### src/design/hsfd_pkg.sv
// Shared types, constants and CRC function of the humidity sensor frame decoder.
`default_nettype none

package hsfd_pkg;

  // Byte positions within the six-byte frame
  typedef enum logic [2:0] {
    POS_T_HI  = 3'd0,
    POS_T_LO  = 3'd1,
    POS_T_CRC = 3'd2,
    POS_H_HI  = 3'd3,
    POS_H_LO  = 3'd4,
    POS_H_CRC = 3'd5
  } pos_t;

  localparam logic [7:0] CRC_INIT = 8'hFF;
  localparam logic [7:0] CRC_POLY = 8'h31;

  // Scaling constants: 175.00 degrees span, -45.00 offset, 100.00 percent span
  localparam logic [14:0] TEMP_SPAN   = 15'd17500;
  localparam logic [14:0] TEMP_OFFSET = 15'd4500;
  localparam logic [13:0] HUM_SPAN    = 14'd10000;

  // Queue between front and back
  localparam int QUEUE_DEPTH = 2;
  localparam int QUEUE_PTR_W = (QUEUE_DEPTH > 1) ? $clog2(QUEUE_DEPTH) : 1;
  localparam int QUEUE_CNT_W = $clog2(QUEUE_DEPTH + 1);

  typedef struct packed {
    logic [7:0] data_byte;
    logic       frame_start;
  } in_t;

  typedef struct packed {
    logic signed [14:0] temperature_centi;
    logic        [13:0] humidity_centi;
    logic        [15:0] raw_temperature;
    logic        [15:0] raw_humidity;
    logic        [1:0]  crc_status;
  } out_t;

  // One assembled frame handed from front to back
  typedef struct packed {
    logic [15:0] raw_temperature;
    logic [15:0] raw_humidity;
    logic [1:0]  crc_status;
  } frame_t;

  // Queue status seen by front and back
  typedef struct packed {
    logic full;
    logic empty;
  } q_status_t;

  // CRC-8, MSB first, one byte
  function automatic logic [7:0] crc8_byte(input logic [7:0] crc, input logic [7:0] b);
    logic [7:0] c;
    c = crc ^ b;
    for (int k = 0; k < 8; k++) begin
      if (c[7]) begin
        c = {c[6:0], 1'b0} ^ CRC_POLY;
      end else begin
        c = {c[6:0], 1'b0};
      end
    end
    return c;
  endfunction

endpackage

`default_nettype wire

### src/design/hsfd_front.sv
// Front part: tracks byte position, checks CRCs and assembles frames.
`default_nettype none

module hsfd_front
  import hsfd_pkg::*;
(
  input  wire logic      clk,
  input  wire logic      rst,
  input  wire logic      accept,
  input  wire in_t       byte_item,
  output logic           frame_valid,
  output frame_t         frame
);

  pos_t       pos, pos_next, eff_pos;
  logic [7:0] crc, crc_next;
  logic       t_bad, t_bad_next;
  logic [7:0] high_byte, high_byte_next;
  logic [15:0] t_word, t_word_next;
  logic [15:0] h_word, h_word_next;
  logic [7:0] b;

  assign b = byte_item.data_byte;

  // Hold position and CRC state
  always_ff @(posedge clk) begin
    if (rst) begin
      pos   <= POS_T_HI;
      crc   <= CRC_INIT;
      t_bad <= 1'b0;
    end else begin
      pos   <= pos_next;
      crc   <= crc_next;
      t_bad <= t_bad_next;
    end
  end

  // Hold assembled words
  always_ff @(posedge clk) begin
    high_byte <= high_byte_next;
    t_word    <= t_word_next;
    h_word    <= h_word_next;
  end

  // Advance position on each transfer; frame_start restarts the frame
  always_comb begin
    eff_pos        = byte_item.frame_start ? POS_T_HI : pos;
    pos_next       = pos;
    crc_next       = crc;
    t_bad_next     = t_bad;
    high_byte_next = high_byte;
    t_word_next    = t_word;
    h_word_next    = h_word;
    frame_valid    = 1'b0;
    frame.raw_temperature = t_word;
    frame.raw_humidity    = h_word;
    frame.crc_status      = {b != crc, t_bad};
    if (accept) begin
      unique case (eff_pos)
        POS_T_HI, POS_H_HI: begin
          crc_next       = crc8_byte(CRC_INIT, b);
          high_byte_next = b;
          pos_next       = (eff_pos == POS_T_HI) ? POS_T_LO : POS_H_LO;
        end
        POS_T_LO: begin
          crc_next    = crc8_byte(crc, b);
          t_word_next = {high_byte, b};
          pos_next    = POS_T_CRC;
        end
        POS_T_CRC: begin
          t_bad_next = (b != crc);
          crc_next   = CRC_INIT;
          pos_next   = POS_H_HI;
        end
        POS_H_LO: begin
          crc_next    = crc8_byte(crc, b);
          h_word_next = {high_byte, b};
          pos_next    = POS_H_CRC;
        end
        POS_H_CRC: begin
          frame_valid = 1'b1;
          crc_next    = CRC_INIT;
          pos_next    = POS_T_HI;
        end
        default: begin
          pos_next = POS_T_HI;
        end
      endcase
    end
  end

endmodule

`default_nettype wire

### src/design/hsfd_queue.sv
// Short frame queue between the front and back parts.
`default_nettype none

module hsfd_queue
  import hsfd_pkg::*;
(
  input  wire logic   clk,
  input  wire logic   rst,
  input  wire logic   push_en,
  input  wire frame_t push_data,
  input  wire logic   pop_en,
  output frame_t      pop_data,
  output q_status_t   status
);

  frame_t                 entries [QUEUE_DEPTH];
  logic [QUEUE_PTR_W-1:0] wr_ptr, rd_ptr;
  logic [QUEUE_CNT_W-1:0] count;
  logic                   do_push, do_pop;

  assign status.full  = (count == QUEUE_CNT_W'(QUEUE_DEPTH));
  assign status.empty = (count == '0);
  assign do_push      = push_en && !status.full;
  assign do_pop       = pop_en && !status.empty;
  assign pop_data     = entries[rd_ptr];

  // Store pushed frames
  always_ff @(posedge clk) begin
    if (do_push) begin
      entries[wr_ptr] <= push_data;
    end
  end

  // Advance pointers and count
  always_ff @(posedge clk) begin
    if (rst) begin
      wr_ptr <= '0;
      rd_ptr <= '0;
      count  <= '0;
    end else begin
      if (do_push) begin
        wr_ptr <= (wr_ptr == QUEUE_PTR_W'(QUEUE_DEPTH - 1)) ? '0 : wr_ptr + 1'b1;
      end
      if (do_pop) begin
        rd_ptr <= (rd_ptr == QUEUE_PTR_W'(QUEUE_DEPTH - 1)) ? '0 : rd_ptr + 1'b1;
      end
      if (do_push && !do_pop) begin
        count <= count + 1'b1;
      end else if (do_pop && !do_push) begin
        count <= count - 1'b1;
      end
    end
  end

endmodule

`default_nettype wire

### src/design/hsfd_back.sv
// Back part: scales raw words in a two-stage pipeline and presents results.
`default_nettype none

module hsfd_back
  import hsfd_pkg::*;
(
  input  wire logic      clk,
  input  wire logic      rst,
  input  wire q_status_t q_status,
  input  wire frame_t    frame,
  output logic           take,
  input  wire logic      pop,
  output logic           empty,
  output out_t           result
);

  logic        s1_valid, s2_valid;
  logic        s1_ready, s2_ready;
  logic [30:0] t_prod;
  logic [29:0] h_prod;
  frame_t      s1_frame;
  logic [31:0] t_sum, h_sum;
  logic [14:0] t_q;
  logic [13:0] h_q;

  assign s2_ready = !s2_valid || pop;
  assign s1_ready = !s1_valid || s2_ready;
  assign take     = s1_ready && !q_status.empty;
  assign empty    = !s2_valid;

  // Stage valid flags
  always_ff @(posedge clk) begin
    if (rst) begin
      s1_valid <= 1'b0;
      s2_valid <= 1'b0;
    end else begin
      if (s1_ready) begin
        s1_valid <= !q_status.empty;
      end
      if (s2_ready) begin
        s2_valid <= s1_valid;
      end
    end
  end

  // Stage 1: multiply raw words by their spans
  always_ff @(posedge clk) begin
    if (take) begin
      t_prod   <= 31'(frame.raw_temperature) * 31'(TEMP_SPAN);
      h_prod   <= 30'(frame.raw_humidity) * 30'(HUM_SPAN);
      s1_frame <= frame;
    end
  end

  // Divide by 65535: floor(x / 65535) = (x + (x >> 16) + 1) >> 16 for these ranges
  always_comb begin
    t_sum = 32'(t_prod) + 32'(t_prod[30:16]) + 32'd1;
    h_sum = 32'(h_prod) + 32'(h_prod[29:16]) + 32'd1;
    t_q   = t_sum[30:16];
    h_q   = h_sum[29:16];
  end

  // Stage 2: result register
  always_ff @(posedge clk) begin
    if (s2_ready && s1_valid) begin
      result.temperature_centi <= $signed(t_q - TEMP_OFFSET);
      result.humidity_centi    <= h_q;
      result.raw_temperature   <= s1_frame.raw_temperature;
      result.raw_humidity      <= s1_frame.raw_humidity;
      result.crc_status        <= s1_frame.crc_status;
    end
  end

endmodule

`default_nettype wire

### src/design/humidity_sensor_frame_decoder.sv
// Top level of the humidity sensor frame decoder.
//
// Input queue side: byte_item carries one received frame byte; it transfers
// on a rising edge with push high and full low. Bytes arrive in order
// temperature high, low, CRC, humidity high, low, CRC; frame_start set on a
// byte restarts the frame at that byte.
// Result queue side: result holds the oldest decoded frame while empty is
// low; it transfers on a rising edge with pop high.
// One byte per cycle is taken while full is low. The sixth byte of a frame
// lands in a two-entry frame queue at its transfer edge; from there the
// result passes the multiply stage, then the divide-by-65535 correction into
// the result register, when the result side is not stalled.
// While the result side stalls, frames collect in the result register, the
// multiply stage and the frame queue; once the queue holds two frames, full
// rises and no byte is taken until pop frees space.
// Reset (rst, synchronous) empties the pipeline and queue and returns the
// byte position to the first byte with the CRC at 0xFF.
`default_nettype none

module humidity_sensor_frame_decoder
  import hsfd_pkg::*;
(
  input  wire logic clk,
  input  wire logic rst,
  input  wire logic push,
  output logic      full,
  input  wire in_t  byte_item,
  output logic      empty,
  input  wire logic pop,
  output out_t      result
);

  logic      accept;
  logic      frame_valid;
  frame_t    frame_in, frame_out;
  logic      take;
  q_status_t q_status;

  assign full   = q_status.full;
  assign accept = push && !q_status.full;

  hsfd_front u_front (
    .clk        (clk),
    .rst        (rst),
    .accept     (accept),
    .byte_item  (byte_item),
    .frame_valid(frame_valid),
    .frame      (frame_in)
  );

  hsfd_queue u_queue (
    .clk      (clk),
    .rst      (rst),
    .push_en  (frame_valid),
    .push_data(frame_in),
    .pop_en   (take),
    .pop_data (frame_out),
    .status   (q_status)
  );

  hsfd_back u_back (
    .clk     (clk),
    .rst     (rst),
    .q_status(q_status),
    .frame   (frame_out),
    .take    (take),
    .pop     (pop),
    .empty   (empty),
    .result  (result)
  );

endmodule

`default_nettype wire

### config.mk
export PLATFORM = sky130hd
export DESIGN_NAME = humidity_sensor_frame_decoder
export DESIGN_NICKNAME = d
export VERILOG_FILES = /design/src/design/hsfd_pkg.sv /design/src/design/hsfd_front.sv /design/src/design/hsfd_queue.sv /design/src/design/hsfd_back.sv /design/src/design/humidity_sensor_frame_decoder.sv
export SDC_FILE = /design/constraint.sdc
export NUM_CORES = 1
export LEC_CHECK = 0
export ABC_CLOCK_PERIOD_IN_PS = 5500
export BUFFER_PORTS_ARGS = -buffer_cell sky130_fd_sc_hd__buf_2
export CAP_MARGIN = 20
export CELL_PAD_IN_SITES_DETAIL_PLACEMENT = 1
export CELL_PAD_IN_SITES_GLOBAL_PLACEMENT = 2
export CORE_ASPECT_RATIO = 0.6
export CORE_MARGIN = 2
export CORE_UTILIZATION = 30
export CTS_CLUSTER_SIZE = 24
export DETAILED_ROUTE_END_ITERATION = 10
export GPL_TIMING_DRIVEN = 1
export PLACE_DENSITY_LB_ADDON = 0.1
export SLEW_MARGIN = 20
export SYNTH_ARGS = -nofsm -noshare
export SYNTH_HDL_FRONTEND = slang
export SYNTH_SLANG_ARGS = --single-unit
export TNS_END_PERCENT = 30
### constraint.sdc
create_clock -name clk -period 5.5 [get_ports clk]
set_input_delay 0.275 -clock clk [delete_from_list [all_inputs] [get_ports clk]]
set_output_delay 0.275 -clock clk [all_outputs]
set_load 0.005 [all_outputs]
==> results.toml <==
[setup_path]
cp.arrival_ps = 5730
crit_family = "adder cells"
crit_path_cell_trace = "buf_12 > buf_4 > mux2_4 > ha_1 > fa_1 > ha_1 > fa_1 > inv_1 > fa_1 > inv_1 > ha_2 > or3_4 > o221ai_4 > a31oi_4 > o211ai_1 > buf_4 > a21oi_1 > or4b_1 > nand3_1"
cp.required_ps = 5930
reg2reg_depth = 19
path_buf_inv = 5
slowest_delay_ps = 530
cp.depth = 19
critPathMostFrequentCell = "fa_1"
critPathCaptureType = "flop"
cpMaxStageDelayCell = "fa_1"
worstSetupPathType = "reg2reg"
cp-start-kind = "flop"
crit_fanout = 7

[route]
via_per_inst = 4.514
drtIter0Drc = 473
drt_first_pass_iters = 4
ant_nets = 0
wl_per_cell_um = 18.71
drcViolationCount = 0
wirelength_mm = 40.85
dr_total_vias = 9855

[synth]
synthCells = 1279
seq_area_frac_synth_pct = 49.32
ys_warn_count = 0
synthArstFlopShare_pct = 0
synthTopCellsByCount = "edfxtp_1, ha_1, inv_1"
synth_area_um2 = 16300
synthSimpleGateAreaFrac_pct = 6.104
synth_seq_cells = 274
synth-edff-count = 255
synth_nets = 1565
synth-xor-area-share_pct = 5.651
synth-compound-area-share_pct = 7.287
synth_fa_ha_area_share_pct = 24.65
synth_top_family_by_area = "adder cells"
synth_top_area_cell = "edfxtp_1"
post-synth-top-count-cell = "edfxtp_1"
netlist_top_cells_area = "edfxtp_1, ha_1, fa_1"
synth_area_per_cell_um2 = 12.74
synth_cell_type_count = 60
ys.flop_type = "edfxtp_1"
yosys-mux-area-fraction_pct = 2.326
synth.top_cell.area_share_pct = 46.99

[clocking]
clk_latency_ps = 580
clkSinkCount = 274
cts_tree = "built"
hold_buffers = 0
clkTransAtPathRegs_ps = 70
cts_root_buffer = "clkbuf_16"
clk_path_buf_depth = 3
cts_max_level = 1
numCtsBuffers = 30

[final_layout]
layout.nets = 1734
postLayoutCoreUtil_pct = 36.14
syn_to_final_growth_pct = 19.59
final-instance-count-excl-fill = 2183
layout-drive-gt1-share_pct = 18.18
insertedDiodeCount = 0

[timing]
setup_viol = 0
report.final.hold_viol_count = 0
tightest_slew_ps = 982.1
slew_viol_final = 0
slew_headroom_pct = 34.53
rsz0062_at_grt = "true"
fin_crit_sh_pct = 96.32
clock.fmax_mhz = 188.8
skew_ps = 19.40
fin_crit_ps = 5297

[global_routing]
grt_use_met1_pct = 25.58
grt_overflow = 0
grt.busiest_layer = "met1"
grt_pass1_wl_mm = 62.82
grt_pass1_vias = 10200
grt_use_met3_pct = 2.886
grtUsageTotal_pct = 14.68
grt_max_degree = 64
use_met2_pct = 17.65
antenna_found_initial = 5

[status]
status = "complete, no violations"

[place]
placed_cells = 2113
portBuffers = 77
dpl.hpwl_mm = 31.29
gp_congestion = 0.7889

[floorplanning]
die_w_um = 304.9
fp.dieH_um = 184.5
start_util_pct = 30.22
io_pins = 78
die-area_um2 = 56260
num_rows = 66
core_area_um2 = 53920

[worst_hold_path]
holdPathStages = 4
hold_path_class = "in2reg"

[run]
cap_violations = 0
per-layer routing:
| metal | wire [µm] | vias to the layer above |
|---|---|---|
| met5 | 0 | - |
| met2 | 13720 | 123 |
| met4 | 561 | 0 |
| met3 | 2132 | 33 |
| li1 | - | 4851 |
| met1 | 24430 | 4848 |
layout by cell type, fill, tap and decap left out, types with 6 or more instances in the layout:
| master | Yosys | layout |
|---|---|---|
| edfxtp_1 | 255 | 255 |
| inv_1 | 190 | 185 |
| ha_1 | 193 | 185 |
| fa_1 | 80 | 78 |
| buf_2 | 1 | 77 |
| buf_4 | 0 | 68 |
| xnor2_1 | 67 | 66 |
| nor2_1 | 66 | 65 |
| nand2_1 | 50 | 50 |
| a21oi_1 | 49 | 46 |
| o21ai_0 | 40 | 35 |
| xor2_1 | 33 | 33 |
| clkbuf_16 | 0 | 32 |
| nand3_1 | 18 | 18 |
| dfxtp_1 | 19 | 18 |
| a21o_1 | 16 | 16 |
| mux2i_1 | 21 | 14 |
| nand4_1 | 12 | 12 |
| mux2_2 | 15 | 12 |
| o211ai_1 | 12 | 12 |
| nor3_1 | 12 | 9 |
| nand2b_1 | 9 | 8 |
| and2_1 | 8 | 8 |
| o21ai_1 | 4 | 8 |
| o21a_1 | 8 | 8 |
| and3_1 | 7 | 7 |
| clkinv_2 | 0 | 6 |
| o21bai_1 | 6 | 6 |
| or3_1 | 7 | 6 |
registers in the layout, summed over array words and instances (netlist names), named ones only:
| name | count |
|---|---|
| u_queue.entries | 68 |
| u_back.s1_valid | 1 |
| u_back.h_prod | 22 |
| u_front.t_word | 16 |
| u_back.t_prod | 28 |
| u_front.h_word | 16 |
| u_queue.rd_ptr | 1 |
| u_back.s2_valid | 1 |
| u_back.s1_frame | 34 |
| u_front.crc | 8 |
| u_front.pos | 3 |
| u_queue.wr_ptr | 1 |
| u_front.high_byte | 8 |
| u_back.result | 63 |
| u_queue.count | 2 |
| u_front.t_bad | 1 |
cell type report:
| class | instances | area (µm²) |
|---|---|---|
| multi-input cells | 803 | 7835 |
| clock buffers | 34 | 797.0 |
| fillers | 5791 | 34440 |
| clock inverters | 19 | 231.5 |
| flip-flops and latches | 274 | 8041 |
| repair buffers | 149 | 972.2 |
| inverters | 190 | 718.2 |
| well taps | 714 | 893.4 |
worst paths after layout:
| check | startpoint | endpoint | slack (ps) |
|---|---|---|---|
| setup reg to reg | flop | u_back.t_prod[26] | 200 |
| hold / removal | pop | u_back.s2_valid | 30 |
| hold reg to reg | u_back.s1_frame[17] | u_back.result[17] | 420 |
| setup / recovery | flop | u_back.t_prod[26] | 200 |
per-stage QoR:
stage | cell area [µm²] | hold slack [ps] | setup TNS (ps) | setup WS [ps]
after floorplan | 16300 | 344.1 | -7.643 | -7.643
after global placement | 17990 | 403.2 | 0 | 35.16
after detailed placement | 18000 | 405.2 | -374.2 | -133.9
after CTS | 19050 | 1.813 | -14.81 | -14.81
after global routing | 19490 | 27.75 | -12.55 | -12.55
final | 19490 | 33.21 | 0 | 202.5
cells by family after synthesis:
group           after synthesis
simple gates                209
mux                          36
fa+ha+maj                   273
xor+xnor                    102
compound gates              183
buf+inv                     202
flops                       274
what timing repair did:
| item | CTS | global route |
|---|---|---|
| setup buffers | 0 | 16 |
| gates cloned | 0 | 1 |
| pin swaps | 1 | 15 |
| endpoints found under the setup margin | 6 | 18 |
| resized for setup | 5 | 55 |
tightest hold or removal path: cells and delay by family:
kind                   cells  cell delay (ps)
buffers and inverters      1               80
and+or+nand+nor            3              200
Power is not shown: default switching activity piles up to over one toggle a cycle in this logic, so the estimate is an artifact.
